[config.mk]
export PLATFORM = sky130hd
export DESIGN_NAME = bump_allocator_dirty_range_coalescer_flat
export DESIGN_NICKNAME = d
export VERILOG_FILES = /design/src/badrc_pkg.sv /design/src/badrc_if.sv /design/src/badrc_ram.sv /design/src/badrc_fifo.sv /design/src/badrc_front.sv /design/src/badrc_back.sv /design/src/bump_allocator_dirty_range_coalescer.sv /design/src/flat_wrapper.sv
export SDC_FILE = /design/constraint.sdc
export NUM_CORES = 1
export LEC_CHECK = 0
export ABC_AREA = 1
export BUFFER_PORTS_ARGS = -buffer_cell sky130_fd_sc_hd__buf_2
export CORE_MARGIN = 2
export CORE_UTILIZATION = 39
export CTS_CLUSTER_SIZE = 30
export DETAILED_ROUTE_END_ITERATION = 10
export GPL_TIMING_DRIVEN = 0
export PLACE_DENSITY = 0.63
export RECOVER_POWER = 100
export SYNTH_ARGS = -nofsm -noshare
export SYNTH_HDL_FRONTEND = slang
export SYNTH_SLANG_ARGS = --single-unit
[constraint.sdc]
create_clock -name clk_i -period 4.25 [get_ports clk_i]
set_input_delay 0.85 -clock clk_i [delete_from_list [all_inputs] [get_ports clk_i]]
set_output_delay 0.85 -clock clk_i [all_outputs]
set_load 0.05 [all_outputs]
[src/badrc_pkg.sv]
// ----------------------------------------------------------------------------
// badrc_pkg
// Shared types and constants for the dirty-range coalescer.
// ----------------------------------------------------------------------------
`default_nettype none
package badrc_pkg;

  // Field widths fixed by the item format
  localparam int unsigned CMD_W   = 2;
  localparam int unsigned CNT17_W = 17;
  localparam int unsigned IDX16_W = 16;
  localparam int unsigned END_W   = 18;
  // Largest range store supported (64 entries)
  localparam int unsigned SLOT_W  = 6;
  localparam int unsigned NUM_W   = 7;

  typedef enum logic [1:0] {
    CMD_ALLOC = 2'd0,
    CMD_MARK  = 2'd1,
    CMD_FLUSH = 2'd2,
    CMD_NONE  = 2'd3
  } cmd_e;

  typedef enum logic [1:0] {
    ST_OK      = 2'd0,
    ST_NO_ROOM = 2'd1,
    ST_BAD_IDX = 2'd2,
    ST_EMPTY   = 2'd3
  } status_e;

  typedef enum logic [1:0] {
    OP_REPLY,
    OP_FLUSH_ALL,
    OP_FLUSH_EMPTY,
    OP_FLUSH_SORT
  } op_kind_e;

  typedef enum logic [2:0] {
    BK_IDLE,
    BK_SCAN,
    BK_DRAIN,
    BK_MERGE,
    BK_FINAL
  } bk_state_e;

  // Config register index
  localparam logic REG_CAPACITY = 1'b0;

  // Work item passed from front to back
  typedef struct packed {
    op_kind_e               kind;
    status_e                status;
    logic [IDX16_W-1:0]     base;
    logic                   wr;      // record a range
    logic [SLOT_W-1:0]      slot;
    logic [CNT17_W-1:0]     rstart;
    logic [CNT17_W-1:0]     rlen;
    logic [NUM_W-1:0]       num;     // ranges to sort
    logic [CNT17_W-1:0]     fill;    // fill count for the overflow flush
  } op_t;

  // One result beat
  typedef struct packed {
    status_e                status;
    logic [IDX16_W-1:0]     base;
    logic [IDX16_W-1:0]     offset;
    logic [CNT17_W-1:0]     count;
    logic                   last;
  } res_t;

endpackage
`default_nettype wire

[src/badrc_if.sv]
// ----------------------------------------------------------------------------
// badrc_if
// Valid/ready channels for command beats and result beats.
// ----------------------------------------------------------------------------
`default_nettype none
interface badrc_cmd_if;
  logic        valid;
  logic        ready;
  logic [1:0]  command;
  logic [16:0] block_count;
  logic [15:0] entry_index;
  modport source (output valid, command, block_count, entry_index, input ready);
  modport sink   (input valid, command, block_count, entry_index, output ready);
endinterface

interface badrc_res_if;
  logic        valid;
  logic        ready;
  logic [1:0]  status;
  logic [15:0] base_index;
  logic [15:0] range_offset;
  logic [16:0] range_count;
  logic        last;
  modport source (output valid, status, base_index, range_offset, range_count, last,
                  input ready);
  modport sink   (input valid, status, base_index, range_offset, range_count, last,
                  output ready);
endinterface
`default_nettype wire

[src/badrc_ram.sv]
// ----------------------------------------------------------------------------
// badrc_ram
// Generic one-write, one-read RAM with registered read data.
// ----------------------------------------------------------------------------
`default_nettype none
module badrc_ram #(
  parameter int unsigned WIDTH = 34,
  parameter int unsigned DEPTH = 16
) (
  input  wire logic                     clk_i,
  input  wire logic                     we_i,
  input  wire logic [$clog2(DEPTH)-1:0] waddr_i,
  input  wire logic [WIDTH-1:0]         wdata_i,
  input  wire logic [$clog2(DEPTH)-1:0] raddr_i,
  output      logic [WIDTH-1:0]         rdata_o
);
  logic [WIDTH-1:0] mem_q [DEPTH];

  always_ff @(posedge clk_i) begin
    if (we_i) begin
      mem_q[waddr_i] <= wdata_i;
    end
    rdata_o <= mem_q[raddr_i];
  end
endmodule
`default_nettype wire

[src/badrc_fifo.sv]
// ----------------------------------------------------------------------------
// badrc_fifo
// Short queue of work items between the front and back ends.
// ----------------------------------------------------------------------------
`default_nettype none
module badrc_fifo
  import badrc_pkg::*;
#(
  parameter int unsigned DEPTH = 2
) (
  input  wire logic clk_i,
  input  wire logic rst_ni,
  input  wire logic push_i,
  input  wire op_t  data_i,
  output      logic full_o,
  input  wire logic pop_i,
  output      logic empty_o,
  output      op_t  data_o
);
  localparam int unsigned PTR_W = (DEPTH > 1) ? $clog2(DEPTH) : 1;
  localparam int unsigned CNT_W = $clog2(DEPTH + 1);

  op_t              mem_q [DEPTH];
  logic [PTR_W-1:0] wr_q, wr_d, rd_q, rd_d;
  logic [CNT_W-1:0] cnt_q, cnt_d;

  assign full_o  = (cnt_q == CNT_W'(DEPTH));
  assign empty_o = (cnt_q == '0);
  assign data_o  = mem_q[rd_q];

  // pointer and count update
  always_comb begin
    wr_d  = wr_q;
    rd_d  = rd_q;
    cnt_d = cnt_q;
    if (push_i) begin
      wr_d = (wr_q == PTR_W'(DEPTH - 1)) ? '0 : wr_q + PTR_W'(1);
    end
    if (pop_i) begin
      rd_d = (rd_q == PTR_W'(DEPTH - 1)) ? '0 : rd_q + PTR_W'(1);
    end
    if (push_i && !pop_i) begin
      cnt_d = cnt_q + CNT_W'(1);
    end else if (pop_i && !push_i) begin
      cnt_d = cnt_q - CNT_W'(1);
    end
  end

  always_ff @(posedge clk_i or negedge rst_ni) begin
    if (!rst_ni) begin
      wr_q  <= '0;
      rd_q  <= '0;
      cnt_q <= '0;
    end else begin
      wr_q  <= wr_d;
      rd_q  <= rd_d;
      cnt_q <= cnt_d;
    end
  end

  // storage
  always_ff @(posedge clk_i) begin
    if (push_i) begin
      mem_q[wr_q] <= data_i;
    end
  end
endmodule
`default_nettype wire

[src/badrc_front.sv]
// ----------------------------------------------------------------------------
// badrc_front
// Accepts commands, keeps the fill count and range bookkeeping, and turns
// each command into a work item for the back end. Holds the config port.
// ----------------------------------------------------------------------------
`default_nettype none
module badrc_front
  import badrc_pkg::*;
#(
  parameter int unsigned HEAP_ENTRIES = 65536,
  parameter int unsigned MAX_RANGES   = 16
) (
  input  wire logic        clk_i,
  input  wire logic        rst_ni,
  badrc_cmd_if.sink        in_ch,
  input  wire logic        psel,
  input  wire logic        penable,
  input  wire logic        pwrite,
  input  wire logic [2:0]  paddr,
  input  wire logic [31:0] pwdata,
  output      logic [31:0] prdata,
  output      logic        pready,
  output      logic        push_o,
  output      op_t         op_o,
  input  wire logic        full_i
);
  localparam int unsigned HELD_W = $clog2(MAX_RANGES + 1);

  logic [CNT17_W-1:0] capacity_q;
  logic [CNT17_W-1:0] fill_q, fill_d;
  logic [HELD_W-1:0]  held_q, held_d;
  logic               ovf_q, ovf_d;
  logic [CNT17_W-1:0] cap_eff;
  logic [END_W-1:0]   alloc_end;
  logic               accept;
  logic               store_full;

  // config port
  assign pready = 1'b1;
  assign prdata = {15'd0, capacity_q};

  always_ff @(posedge clk_i or negedge rst_ni) begin
    if (!rst_ni) begin
      capacity_q <= 17'd65536;
    end else if (psel && penable && pwrite && paddr[2] == REG_CAPACITY) begin
      capacity_q <= pwdata[CNT17_W-1:0];
    end
  end

  assign in_ch.ready = !full_i;
  assign accept      = in_ch.valid && !full_i;
  assign cap_eff     = ({4'd0, capacity_q} > 21'(HEAP_ENTRIES)) ?
                       CNT17_W'(HEAP_ENTRIES) : capacity_q;
  assign alloc_end   = {1'b0, fill_q} + {1'b0, in_ch.block_count};
  assign store_full  = (held_q >= HELD_W'(MAX_RANGES));

  // classify the command
  always_comb begin
    op_o        = '0;
    op_o.kind   = OP_REPLY;
    op_o.status = ST_OK;
    op_o.fill   = fill_q;
    op_o.num    = NUM_W'(held_q);
    op_o.slot   = SLOT_W'(held_q);
    push_o      = 1'b0;
    fill_d      = fill_q;
    held_d      = held_q;
    ovf_d       = ovf_q;
    if (accept) begin
      case (in_ch.command)
        CMD_ALLOC: begin
          push_o = 1'b1;
          if (in_ch.block_count == '0) begin
            op_o.status = ST_OK;
          end else if (alloc_end > {1'b0, cap_eff}) begin
            op_o.status = ST_NO_ROOM;
          end else begin
            op_o.base   = fill_q[IDX16_W-1:0];
            op_o.rstart = fill_q;
            op_o.rlen   = in_ch.block_count;
            fill_d      = alloc_end[CNT17_W-1:0];
            if (store_full) begin
              ovf_d = 1'b1;
            end else begin
              op_o.wr = 1'b1;
              held_d  = held_q + HELD_W'(1);
            end
          end
        end
        CMD_MARK: begin
          push_o = 1'b1;
          if ({1'b0, in_ch.entry_index} >= fill_q) begin
            op_o.status = ST_BAD_IDX;
          end else begin
            op_o.rstart = {1'b0, in_ch.entry_index};
            op_o.rlen   = CNT17_W'(1);
            if (store_full) begin
              ovf_d = 1'b1;
            end else begin
              op_o.wr = 1'b1;
              held_d  = held_q + HELD_W'(1);
            end
          end
        end
        CMD_FLUSH: begin
          push_o = 1'b1;
          if (ovf_q) begin
            op_o.kind = OP_FLUSH_ALL;
            ovf_d     = 1'b0;
            held_d    = '0;
          end else if (held_q == '0) begin
            op_o.kind   = OP_FLUSH_EMPTY;
            op_o.status = ST_EMPTY;
          end else begin
            op_o.kind = OP_FLUSH_SORT;
            held_d    = '0;
          end
        end
        default: begin
          push_o = 1'b0;
        end
      endcase
    end
  end

  always_ff @(posedge clk_i or negedge rst_ni) begin
    if (!rst_ni) begin
      fill_q <= '0;
      held_q <= '0;
      ovf_q  <= 1'b0;
    end else begin
      fill_q <= fill_d;
      held_q <= held_d;
      ovf_q  <= ovf_d;
    end
  end
endmodule
`default_nettype wire

[src/badrc_back.sv]
// ----------------------------------------------------------------------------
// badrc_back
// Executes work items: records ranges in the range RAM, answers commands,
// and on a sorting flush repeatedly scans the RAM for the lowest unconsumed start,
// merging it into the current range and emitting finished ranges.
// ----------------------------------------------------------------------------
`default_nettype none
module badrc_back
  import badrc_pkg::*;
#(
  parameter int unsigned MAX_RANGES = 16
) (
  input  wire logic clk_i,
  input  wire logic rst_ni,
  input  wire logic empty_i,
  input  wire op_t  op_i,
  output      logic pop_o,
  badrc_res_if.source out_ch
);
  localparam int unsigned IDX_W = $clog2(MAX_RANGES);
  localparam int unsigned RAM_W = 2 * CNT17_W;

  bk_state_e st_q, st_d;

  logic                  out_valid_q;
  res_t                  out_q;
  logic                  out_free;
  logic                  out_load;
  res_t                  out_d;

  logic [MAX_RANGES-1:0] used_q;
  logic [IDX_W-1:0]      addr_q;
  logic [IDX_W-1:0]      rd_idx_q;
  logic                  rd_valid_q;
  logic [NUM_W-1:0]      num_q;
  logic [NUM_W-1:0]      rounds_q;
  logic                  best_found_q;
  logic [CNT17_W-1:0]    best_s_q;
  logic [CNT17_W-1:0]    best_l_q;
  logic [IDX_W-1:0]      best_i_q;
  logic                  have_cur_q;
  logic [END_W-1:0]      cur_off_q;
  logic [END_W-1:0]      cur_end_q;

  logic [RAM_W-1:0]      rdata;
  logic [CNT17_W-1:0]    rd_s;
  logic [CNT17_W-1:0]    rd_l;
  logic [END_W-1:0]      best_end;
  logic                  last_addr;
  logic                  take_rd;
  logic                  gap;
  logic                  merge_go;
  logic [END_W-1:0]      cur_cnt;

  badrc_ram #(
    .WIDTH (RAM_W),
    .DEPTH (MAX_RANGES)
  ) u_ram (
    .clk_i   (clk_i),
    .we_i    (st_q == BK_IDLE && !empty_i && op_i.kind == OP_REPLY && op_i.wr && out_free),
    .waddr_i (IDX_W'(op_i.slot)),
    .wdata_i ({op_i.rstart, op_i.rlen}),
    .raddr_i (addr_q),
    .rdata_o (rdata)
  );

  assign rd_s      = rdata[RAM_W-1:CNT17_W];
  assign rd_l      = rdata[CNT17_W-1:0];
  assign best_end  = {1'b0, best_s_q} + {1'b0, best_l_q};
  assign last_addr = (NUM_W'(addr_q) == num_q - NUM_W'(1));
  assign take_rd   = rd_valid_q && !used_q[rd_idx_q] &&
                     (!best_found_q || rd_s < best_s_q);
  assign gap       = have_cur_q && (cur_end_q < {1'b0, best_s_q});
  assign merge_go  = !gap || out_free;
  assign cur_cnt   = cur_end_q - cur_off_q;
  assign out_free  = !out_valid_q || out_ch.ready;

  // next state
  always_comb begin
    st_d = st_q;
    unique case (st_q)
      BK_IDLE: begin
        if (!empty_i && op_i.kind == OP_FLUSH_SORT) begin
          st_d = BK_SCAN;
        end
      end
      BK_SCAN: begin
        if (last_addr) begin
          st_d = BK_DRAIN;
        end
      end
      BK_DRAIN: st_d = BK_MERGE;
      BK_MERGE: begin
        if (merge_go) begin
          st_d = (rounds_q == NUM_W'(1)) ? BK_FINAL : BK_SCAN;
        end
      end
      BK_FINAL: begin
        if (out_free) begin
          st_d = BK_IDLE;
        end
      end
      default: st_d = BK_IDLE;
    endcase
  end

  // result and queue control
  always_comb begin
    out_load = 1'b0;
    out_d    = '0;
    out_d.last = 1'b1;
    pop_o    = 1'b0;
    unique case (st_q)
      BK_IDLE: begin
        if (!empty_i && op_i.kind != OP_FLUSH_SORT && out_free) begin
          out_load     = 1'b1;
          pop_o        = 1'b1;
          out_d.status = op_i.status;
          if (op_i.kind == OP_REPLY) begin
            out_d.base = op_i.base;
          end
          if (op_i.kind == OP_FLUSH_ALL) begin
            out_d.count = op_i.fill;
          end
        end
      end
      BK_MERGE: begin
        if (gap && out_free) begin
          out_load     = 1'b1;
          out_d.offset = cur_off_q[IDX16_W-1:0];
          out_d.count  = cur_cnt[CNT17_W-1:0];
          out_d.last   = 1'b0;
        end
      end
      BK_FINAL: begin
        if (out_free) begin
          out_load     = 1'b1;
          pop_o        = 1'b1;
          out_d.offset = cur_off_q[IDX16_W-1:0];
          out_d.count  = cur_cnt[CNT17_W-1:0];
        end
      end
      default: begin
        out_load = 1'b0;
      end
    endcase
  end

  // control registers
  always_ff @(posedge clk_i or negedge rst_ni) begin
    if (!rst_ni) begin
      st_q        <= BK_IDLE;
      out_valid_q <= 1'b0;
      rd_valid_q  <= 1'b0;
    end else begin
      st_q        <= st_d;
      rd_valid_q  <= (st_q == BK_SCAN);
      if (out_load) begin
        out_valid_q <= 1'b1;
      end else if (out_ch.ready) begin
        out_valid_q <= 1'b0;
      end
    end
  end

  // sort and merge datapath
  always_ff @(posedge clk_i) begin
    if (out_load) begin
      out_q <= out_d;
    end
    rd_idx_q <= addr_q;
    if (take_rd) begin
      best_found_q <= 1'b1;
      best_s_q     <= rd_s;
      best_l_q     <= rd_l;
      best_i_q     <= rd_idx_q;
    end
    case (st_q)
      BK_IDLE: begin
        used_q     <= '0;
        have_cur_q <= 1'b0;
        addr_q     <= '0;
        num_q      <= op_i.num;
        rounds_q   <= op_i.num;
        best_found_q <= 1'b0;
      end
      BK_SCAN: begin
        addr_q <= addr_q + IDX_W'(1);
      end
      BK_MERGE: begin
        if (merge_go) begin
          used_q[best_i_q] <= 1'b1;
          rounds_q         <= rounds_q - NUM_W'(1);
          addr_q           <= '0;
          best_found_q     <= 1'b0;
          have_cur_q       <= 1'b1;
          if (!have_cur_q || gap) begin
            cur_off_q <= {1'b0, best_s_q};
            cur_end_q <= best_end;
          end else if (best_end > cur_end_q) begin
            cur_end_q <= best_end;
          end
        end
      end
      default: begin
      end
    endcase
  end

  assign out_ch.valid        = out_valid_q;
  assign out_ch.status       = out_q.status;
  assign out_ch.base_index   = out_q.base;
  assign out_ch.range_offset = out_q.offset;
  assign out_ch.range_count  = out_q.count;
  assign out_ch.last         = out_q.last;

  // scans only run over held ranges
  a_scan_bound: assert property (@(posedge clk_i) disable iff (!rst_ni)
    st_q == BK_SCAN |-> (NUM_W'(addr_q) < num_q && rounds_q != '0))
    else $error("scan beyond held ranges");

  // an intermediate range only leaves while merging
  a_mid_beat: assert property (@(posedge clk_i) disable iff (!rst_ni)
    (out_load && !out_d.last) |-> st_q == BK_MERGE)
    else $error("non-final beat outside merge");

  // the queue is only popped when it holds an item
  a_pop_ok: assert property (@(posedge clk_i) disable iff (!rst_ni)
    pop_o |-> !empty_i)
    else $error("pop from empty queue");

  // a merge step always follows a completed scan
  a_merge_order: assert property (@(posedge clk_i) disable iff (!rst_ni)
    (st_q == BK_MERGE && $past(st_q) != BK_MERGE) |-> $past(st_q) == BK_DRAIN)
    else $error("merge entered without scan");
endmodule
`default_nettype wire

[src/bump_allocator_dirty_range_coalescer.sv]
// ----------------------------------------------------------------------------
// bump_allocator_dirty_range_coalescer
// Bump allocator over a heap with dirty-range tracking and merged flush.
// ----------------------------------------------------------------------------
// Channels: in_ch carries command beats (allocate, mark, flush), out_ch
// carries result beats; both are valid/ready. The capacity register is
// written at APB addresses 0 to 3 and reads back at every address.
// Allocate and mark give one result beat; a command is taken whenever the
// queue is not full, and its result is registered through the queue and the
// result register, one beat per cycle sustained while out_ch is ready and no
// sorting flush runs. A flush of N held ranges scans the range RAM once per
// range, one entry at a time through the single RAM read port, waits on result
// stalls, and gives one beat per merged range, last on the final.
// Overflow and empty flushes give a single beat.
// A two-deep queue parts the command side from the result side; the front
// keeps taking commands while results wait, until the queue fills.
// Reset clears the fill count, range count, overflow flag and sets capacity
// to 65536. Range RAM contents are not cleared. A stalled result holds.
// ----------------------------------------------------------------------------
`default_nettype none
module bump_allocator_dirty_range_coalescer
  import badrc_pkg::*;
#(
  parameter int unsigned HEAP_ENTRIES = 65536,
  parameter int unsigned MAX_RANGES   = 16
) (
  input  wire logic        clk_i,
  input  wire logic        rst_ni,
  badrc_cmd_if.sink        in_ch,
  badrc_res_if.source      out_ch,
  input  wire logic        psel,
  input  wire logic        penable,
  input  wire logic        pwrite,
  input  wire logic [2:0]  paddr,
  input  wire logic [31:0] pwdata,
  output      logic [31:0] prdata,
  output      logic        pready
);
  logic push, pop, full, empty;
  op_t  op_in, op_out;

  badrc_front #(
    .HEAP_ENTRIES (HEAP_ENTRIES),
    .MAX_RANGES   (MAX_RANGES)
  ) u_front (
    .clk_i   (clk_i),
    .rst_ni  (rst_ni),
    .in_ch   (in_ch),
    .psel    (psel),
    .penable (penable),
    .pwrite  (pwrite),
    .paddr   (paddr),
    .pwdata  (pwdata),
    .prdata  (prdata),
    .pready  (pready),
    .push_o  (push),
    .op_o    (op_in),
    .full_i  (full)
  );

  badrc_fifo #(
    .DEPTH (2)
  ) u_fifo (
    .clk_i   (clk_i),
    .rst_ni  (rst_ni),
    .push_i  (push),
    .data_i  (op_in),
    .full_o  (full),
    .pop_i   (pop),
    .empty_o (empty),
    .data_o  (op_out)
  );

  badrc_back #(
    .MAX_RANGES (MAX_RANGES)
  ) u_back (
    .clk_i   (clk_i),
    .rst_ni  (rst_ni),
    .empty_i (empty),
    .op_i    (op_out),
    .pop_o   (pop),
    .out_ch  (out_ch)
  );
endmodule
`default_nettype wire

[src/flat_wrapper.sv]
// flat-port wrapper written by rule: the top's interface ports become plain ports
module bump_allocator_dirty_range_coalescer_flat import badrc_pkg::*;
#(
  parameter int unsigned HEAP_ENTRIES = 65536,
  parameter int unsigned MAX_RANGES   = 16
)
  (clk_i, rst_ni, psel, penable, pwrite, paddr, pwdata, prdata, pready, in_ch_valid, in_ch_command, in_ch_block_count, in_ch_entry_index, in_ch_ready, out_ch_valid, out_ch_status, out_ch_base_index, out_ch_range_offset, out_ch_range_count, out_ch_last, out_ch_ready);
  badrc_cmd_if in_ch_i ();
  badrc_res_if out_ch_i ();
  input  wire logic clk_i;
  input  wire logic rst_ni;
  input  wire logic psel;
  input  wire logic penable;
  input  wire logic pwrite;
  input  wire logic [2:0] paddr;
  input  wire logic [31:0] pwdata;
  output      logic [31:0] prdata;
  output      logic pready;
  input wire logic [$bits(in_ch_i.valid)-1:0] in_ch_valid;
  input wire logic [$bits(in_ch_i.command)-1:0] in_ch_command;
  input wire logic [$bits(in_ch_i.block_count)-1:0] in_ch_block_count;
  input wire logic [$bits(in_ch_i.entry_index)-1:0] in_ch_entry_index;
  output wire logic [$bits(in_ch_i.ready)-1:0] in_ch_ready;
  output wire logic [$bits(out_ch_i.valid)-1:0] out_ch_valid;
  output wire logic [$bits(out_ch_i.status)-1:0] out_ch_status;
  output wire logic [$bits(out_ch_i.base_index)-1:0] out_ch_base_index;
  output wire logic [$bits(out_ch_i.range_offset)-1:0] out_ch_range_offset;
  output wire logic [$bits(out_ch_i.range_count)-1:0] out_ch_range_count;
  output wire logic [$bits(out_ch_i.last)-1:0] out_ch_last;
  input wire logic [$bits(out_ch_i.ready)-1:0] out_ch_ready;
  assign in_ch_i.valid = in_ch_valid;
  assign in_ch_i.command = in_ch_command;
  assign in_ch_i.block_count = in_ch_block_count;
  assign in_ch_i.entry_index = in_ch_entry_index;
  assign in_ch_ready = in_ch_i.ready;
  assign out_ch_valid = out_ch_i.valid;
  assign out_ch_status = out_ch_i.status;
  assign out_ch_base_index = out_ch_i.base_index;
  assign out_ch_range_offset = out_ch_i.range_offset;
  assign out_ch_range_count = out_ch_i.range_count;
  assign out_ch_last = out_ch_i.last;
  assign out_ch_i.ready = out_ch_ready;
  bump_allocator_dirty_range_coalescer #(.HEAP_ENTRIES(HEAP_ENTRIES), .MAX_RANGES(MAX_RANGES)) u_core (.clk_i(clk_i), .rst_ni(rst_ni), .in_ch(in_ch_i), .out_ch(out_ch_i), .psel(psel), .penable(penable), .pwrite(pwrite), .paddr(paddr), .pwdata(pwdata), .prdata(prdata), .pready(pready));
endmodule
==> results of run 1 <==
-- flip-flops by register name (all words and copies together) (netlist names), 3 cells and up --
name / cells
u_core.u_back.best_i_q: 4
u_core.u_back.u_ram.mem_q: 544
u_core.u_back.out_ch.base_index: 16
u_core.u_back.rd_idx_q: 4
u_core.u_back.cur_off_q: 17
u_core.u_front.held_q: 5
u_core.u_back.out_ch.range_offset: 16
u_core.u_back.addr_q: 4
u_core.u_back.out_ch.range_count: 17
u_core.u_back.best_s_q: 17
u_core.u_back.st_q: 3
u_core.u_front.fill_q: 17
u_core.u_back.cur_end_q: 18
u_core.u_front.capacity_q: 17
u_core.u_back.u_ram.rdata_o: 34
u_core.u_back.rounds_q: 7
u_core.u_fifo.mem_q: 154
u_core.u_back.best_l_q: 17
u_core.u_back.num_q: 5
u_core.u_back.used_q: 16
-- cell usage after synthesis (33+ instances only) --
cell type  count
dfrtp_1       48
clkbuf_1      89
nand3_1       79
nand2_1      473
nand4_1       33
edfxtp_1     856
dfxtp_1       39
inv_1        360
a21oi_1      268
ha_1         140
mux2i_1      139
o21ai_0      242
nor2_1       220
xor2_1        36
o211ai_1     144
-- area by class of cell --
type,count,area (sq um)
fill,9543,57900
sequential,944,27700
multi-input combinational,1936,11700
clock buffer,123,2570
tap,1391,1740
inverter,366,1380
timing repair buffer,156,950
buffer,150,672
clock inverter,59,529
antenna,1,2.50
-- power breakdown --
group          leakage (nW)  total (W)  switching (W)  internal [W]
clock                  1.52    0.00828        0.00360       0.00468
combinational          7.57     0.0144         0.0104       0.00404
sequential             8.79     0.0139        0.00103        0.0129
total                  17.9     0.0366         0.0150        0.0216
-- cells by family (layout without fill, tap and decap cells) --
group	after synthesis	in the layout	share of synthesized area (%)
DFF	944	944	67.2
and+or+nand+nor	859	859	8.65
AOI/OAI and AO/OA	703	703	9.68
buffers and inverters	516	854	4.98
muxes	154	154	3.78
adders and majority gates	143	143	4.39
xor gates and xnor gates	61	61	1.30
other	2	17	0.0182
-- routing by layer --
layer | global-route usage [%] | part of all wire, % | vias up | routed length [um]
met5 | 0 | 0.012 | - | 13
li1 | - | - | 12600 | -
met2 | 32.1 | 46 | 1121 | 50900
met4 | 6.28 | 3.0 | 2 | 3300
met3 | 3.20 | 8.1 | 177 | 8880
met1 | 28.2 | 43 | 13000 | 46900
-- how the worst max path moves through the flow --
stage,startpoint,end,slack [ns],depth (start not counted)
final,u_core.u_front.fill_q[0],u_core.u_fifo.mem_q[0][27],0.21,18
after CTS,u_core.u_back.best_s_q[1],u_core.u_back.cur_end_q[1],0.08,17
after detailed placement,in_ch_block_count[0],u_core.u_fifo.mem_q[0][42],-0.58,19
after global placement,in_ch_valid,u_core.u_fifo.mem_q[1][31],-2.89,5
after global routing,u_core.u_front.fill_q[0],u_core.u_fifo.mem_q[1][27],0.006,18
after floorplan,u_core.u_fifo.cnt_q[0],u_core.u_fifo.mem_q[0][0],-0.78,6
-- repair_timing --
item	in CTS	in global routing
setup buffers	1	2
pin swaps	1	0
setup endpoints to repair	103	101
resized for setup	3	17
endpoints found under the hold margin	0	0
-- through the flow --
stage	cells	hold WS [ns]	instance area (sq um)	TNS [ns]	power, W
floorplan	3396	0.346	41300	-119.45	0.0230
global placement	4917	0.359	43700	-1336.50	0.0280
detailed placement	4940	0.358	44400	-54.69	0.0283
CTS	5123	0.346	47500	0	0.0366
global route	5125	0.366	47300	0	0.0385
finish	5126	0.353	47300	0	0.0366
==> out/qor.yml, run 1 <==
layout:
  area_growth_pct: 14.6
  nets: 3871
  layout_common_cells: "edfxtp_1 (856), nand2_1 (474), inv_1 (361)"
  drive_gt1_share_pct: 9.11
  final_util_pct: 45.0
  final_common_cell: "edfxtp_1"
detailed_routing:
  totalWireLength_um: 110000
  dr.first_iter.drc_count: 2928
  viasPerCell: 5.25
  avgRoutedWirePerCell_um: 21.5
  dr_total_vias: 26900
  dr.pass1.iters: 8
  drcViolationCount: 0
  ant_nets: 0
worst_setup_path:
  critPathSlowestCell: "dfrtp_2"
  cpMostUsedCell: "nand4_1"
  required_ns: 4.74
  r2r_start: "u_core.u_front.fill_q[0]"
  crit_family: "simple AND/OR/NAND/NOR gates"
  critical_path_class: "reg2reg"
  critical_path.cell_chain: "ha_1 -> inv_1 -> fa_1 -> o21ai_4 -> nand4_1 -> nand4_1 -> a21oi_1 -> xnor2_2 -> ha_1 -> and3_1 -> nand4_1 -> nand3b_1 -> nand2_1 -> nand4_4 -> nor2_8 -> inv_4 -> buf_4 -> nor2_1"
  r2r-end: "u_core.u_fifo.mem_q[0][27]"
  worstSetupEndpointType: "flip-flop"
  path_buf_inv: 3
  reg2reg_depth: 18
  max_stage_delay_ns: 0.48
  r2r_slack_ns: 0.21
  cp_max_fo: 10
  setup.worst_path.start_class: "flip-flop"
  critPathArrivalTime_ns: 4.52
sta:
  final.min_clock_period_ns: 4.04
  post-route-period-util_pct: 95.0
  fin_ws_ns: 0.212
  slew_violations: 50
  rsz0062_at_grt: "false"
  setup_viol: 0
  timing.fmax_ghz: 0.248
  clock-skew-final_ns: 0.0341
  hold_violations: 0
  tightest_slew_ns: 3.05
  relSlewSlack_pct: -103
synthesis:
  yosys_most_used_dff: "edfxtp_1"
  async_flop_share_pct: 5.19
  avgSynthCellArea_sq_um: 12.2
  ys_seq_area_share_pct: 67.2
  yosys_warnings: 0
  synth_top_area_share_pct: 62.3
  ys_seq_elements: 944
  synth_area_leaders: "edfxtp_1 (62%), nand2_1 (4.3%), ha_1 (4.2%)"
  syn_inst: 3382
  synth-edff-count: 856
  synth.distinct_cells: 56
  syn-cell-area_sq_um: 41200
  synth_top_area_cell: "edfxtp_1"
clock_tree:
  cts.hold.buffers_added: 0
  cts_buffer_depth: 3
  ctsHtreeMaxLevel: 3
  clk_latency_ns: 0.67
  cts_root_buf: "clkbuf_16"
  cts_tree: "yes"
  clkTransAtPathRegs_ns: 0.06
  clkSinkCount: 944
  cts_buffers: 97
job:
  cap_violations: 2
global_routing:
  gr-total-overflow: 0
  track_usage_pct: 20.1
  grt_max_degree: 50
  grt_pass1_wl_um: 162000
  grt_pass1_vias: 25600
  antenna_found_initial: 7
floorplan:
  chipWidth_um: 329
  dieArea_sq_um: 108000
  core_sq_um: 105000
  die_y_um: 329
  ioPinCount: 164
  rows: 119
  initial_core_util_pct: 39.2
run_status:
  violations: "capacitance limit, slew limit"
  outcome: "complete, but fails checks"
placement:
  dpl_worst_slack_ns: -0.575
  gp_congestion: 0.898
  port_buffers: 130
  hpwl_um: 78400
hold_path:
  hold_start: "u_core.u_back.addr_q[3]"
  min_path_cells: 0
  min_delay_worst_endpoint: "u_core.u_back.rd_idx_q[3]"
  hold_class: "reg2reg"
pwr:
  powerDensity_nw_per_um2: 775
  ir_drop_v: 0.000516
  p_leak_nw: 17.9
No activity file was read; power rests on OpenSTA's default activity.
==> run 2, diff against run 1 <==
==> constraint.sdc (replaced) <==
create_clock -name clk_i -period 4.25 [get_ports clk_i]
set_input_delay 0.425 -clock clk_i [delete_from_list [all_inputs] [get_ports clk_i]]
set_output_delay 0.425 -clock clk_i [all_outputs]
set_load 0.05 [all_outputs]
==> out/qor.yml, run 2 (synthesized netlist as in run 1, its figures left out) <==
floorplan:
  ioPinCount: 164  # unchanged
  rows: 119  # unchanged
  dieArea_sq_um: 108000  # unchanged
  chipWidth_um: 329  # unchanged
  core_sq_um: 105000  # unchanged
  initial_core_util_pct: 39.2  # unchanged
  die_y_um: 329  # unchanged
clock_tree:
  cts_root_buf: "clkbuf_16"
  cts_tree: "yes"
  clkSinkCount: 944  # unchanged
  cts_buffers: 97  # unchanged
  cts_buffer_depth: 3  # unchanged
  clk_latency_ns: 0.67  # about the same
  clkTransAtPathRegs_ns: 0.06  # about the same
  ctsHtreeMaxLevel: 3  # unchanged
pwr:
  power_switching_share_pct: 41.0  # about the same
  power.net_switching_w: 0.0150  # about the same
  powerDensity_nw_per_um2: 772  # -0.33%
  p_comb_share_pct: 39.4  # about the same
  p_leak_nw: 17.9  # +0.37%
  ir_drop_v: 0.000516  # about the same
  pwr-share-clk_pct: 22.6  # about the same
  p_int_w: 0.0216  # about the same
  power_frac_seq_pct: 38.0  # about the same
hold_path:
  hold_start: "pwdata[16]"
  hold_class: "in2reg"
layout:
  nets: 3887  # +0.41%
  stdcell_count: 5142  # +0.31%
  final_common_cell: "edfxtp_1"
  area_growth_pct: 15.0
  layout_common_cells: "edfxtp_1 (856), nand2_1 (474), inv_1 (361)"
  largestRegisters: "u_core.u_back.u_ram.mem_q (544), u_core.u_fifo.mem_q (154), u_core.u_back.u_ram.rdata_o (34)"
  largest_reg_flops: 544  # unchanged
  top_register: "u_core.u_back.u_ram.mem_q"
  drive_gt1_share_pct: 9.07  # -0.039 points
sta:
  post-route-period-util_pct: 95.2  # +0.22 points
  rsz0062_at_grt: "false"
  clock-skew-final_ns: 0.0355  # +0.00132 ns
  relSlewSlack_pct: -106  # -2.5 points
  final.min_clock_period_ns: 4.05  # +0.00931 ns
  slew_violations: 50  # unchanged
  tightest_slew_ns: 3.09  # +0.0369 ns
  setup_viol: 0  # unchanged
  worst_hold_slack_ns: 0.0461  # -0.307 ns
  hold_violations: 0  # unchanged
  timing.fmax_ghz: 0.247  # -0.23%
worst_setup_path:
  worstSetupEndpointType: "flip-flop"
  path_buf_inv: 2  # -1
  critical_path.cell_chain: "ha_1 -> inv_1 -> fa_1 -> o21ai_4 -> nand4_1 -> nand4_1 -> a21oi_1 -> xnor2_2 -> ha_1 -> and3_1 -> nand4_1 -> nand3b_1 -> nand2_1 -> nand4_4 -> buf_2 -> nor2_1 -> nor2_1 -> nor2_1"
  critPathArrivalTime_ns: 4.51  # about the same
  setup.worst_path.start_class: "flip-flop"
  r2r_start: "u_core.u_front.fill_q[0]"
  crit_start: "u_core.u_front.fill_q[0]"
  required_ns: 4.72  # -0.02 ns
  r2r_slack_ns: 0.20  # about the same
  max_stage_delay_ns: 0.48  # about the same
  crit_family: "simple AND/OR/NAND/NOR gates"
  critPathSlowestCell: "dfrtp_2"
  critical_path_class: "reg2reg"
  cp_max_fo: 10  # unchanged
detailed_routing:
  dr.first_iter.drc_count: 2791  # -4.7%
  dr.pass1.iters: 7  # -1
  viasPerCell: 5.25  # about the same
  drcViolationCount: 0  # unchanged
  avgRoutedWirePerCell_um: 21.5  # about the same
  ant_nets: 0  # unchanged
  dr_total_vias: 27000  # +0.36%
  totalWireLength_um: 110000  # +0.31%
global_routing:
  globalRouteMet1Util_pct: 28.2  # about the same
  top_usage_layer: "met2"
  use_met3_pct: 3.19  # -0.012 points
  grt_pass1_wl_um: 162000  # +0.31%
  antenna_found_initial: 7  # unchanged
  gr-total-overflow: 0  # unchanged
  track_usage_pct: 20.1  # +0.058 points
  met2_usage_pct: 32.3  # +0.20 points
  grt_max_degree: 50  # unchanged
  grt_pass1_vias: 25700  # +0.47%
run_status:
  violations: "capacitance limit, slew limit"
  outcome: "complete, but fails checks"
placement:
  hpwl_um: 78400  # unchanged
  port_buffers: 130  # unchanged
  dp.cells: 4940  # unchanged
  gp_congestion: 0.898  # unchanged
job:
  cap_violations: 2  # unchanged
==> run 2: worst min-delay path, cell delays in order <==
cell     delay [ns]
buf_2          0.10
nor2_1         0.11
a21oi_1        0.05
==> run 2: final cells by class <==
type,instances,area (sq um)
fill,9521,57700
sequential,944,27700
multi-input combinational,1936,11700
clock buffer,123,2570
tap,1391,1740
inverter,366,1380
timing repair buffer,172,1110
buffer,150,672
clock inverter,59,529
antenna,1,2.50
==> run 2: power by group through the flow <==
stage / Combinational (W) / Sequential [W] / Clock (W)
finish: 0.0144 / 0.0139 / 0.00828
CTS: 0.0143 / 0.0139 / 0.00837
detailed placement: 0.0142 / 0.0141 / 0
global route: 0.0158 / 0.0140 / 0.00870
global placement: 0.0138 / 0.0141 / 0
floorplan: 0.00865 / 0.0143 / 0
==> run 2: final timing paths <==
check                                           endpoint  cells past startpoint
setup / recovery              u_core.u_fifo.mem_q[0][53]                     18
hold / removal             u_core.u_front.capacity_q[16]                      3
setup reg to reg              u_core.u_fifo.mem_q[0][53]                     18
hold reg to reg                u_core.u_back.rd_idx_q[3]                      0
max in group asynchronous       u_core.u_front.fill_q[0]                      1
min in group asynchronous      u_core.u_front.fill_q[10]                      1
==> run 2: repair_timing <==
| action | in CTS | in global routing |
|---|---|---|
| pin swaps | 1 | 0 |
| hold buffers | 16 | 0 |
| hold endpoints to repair | 16 | 0 |
| buffers inserted | 1 | 2 |
| endpoints found under the setup margin | 103 | 101 |
| resized for setup | 3 | 17 |
==> run 2: metrics by stage <==
step / setup TNS, ns / setup WS (ns) / instance area [sq um] / power, W / utilization, %
2_1_floorplan: -119.45 / -0.776 / 41300 / 0.0230 / -
3_3_place_gp: -1071.14 / -2.55 / 43700 / 0.0280 / 41.6
3_5_place_dp: -6.98 / -0.182 / 44400 / 0.0283 / 42.2
4_1_cts: 0 / 0.0782 / 47600 / 0.0366 / 45.3
5_1_grt: 0 / 0.00619 / 47400 / 0.0385 / 45.1
6_report: 0 / 0.203 / 47400 / 0.0366 / 45.1
==> run 2: routing by layer <==
layer	share of wire [%]	vias up
met4	3.0	2
met5	0.012	-
met1	42	13100
li1	-	12600
met3	8.2	179
met2	46	1137
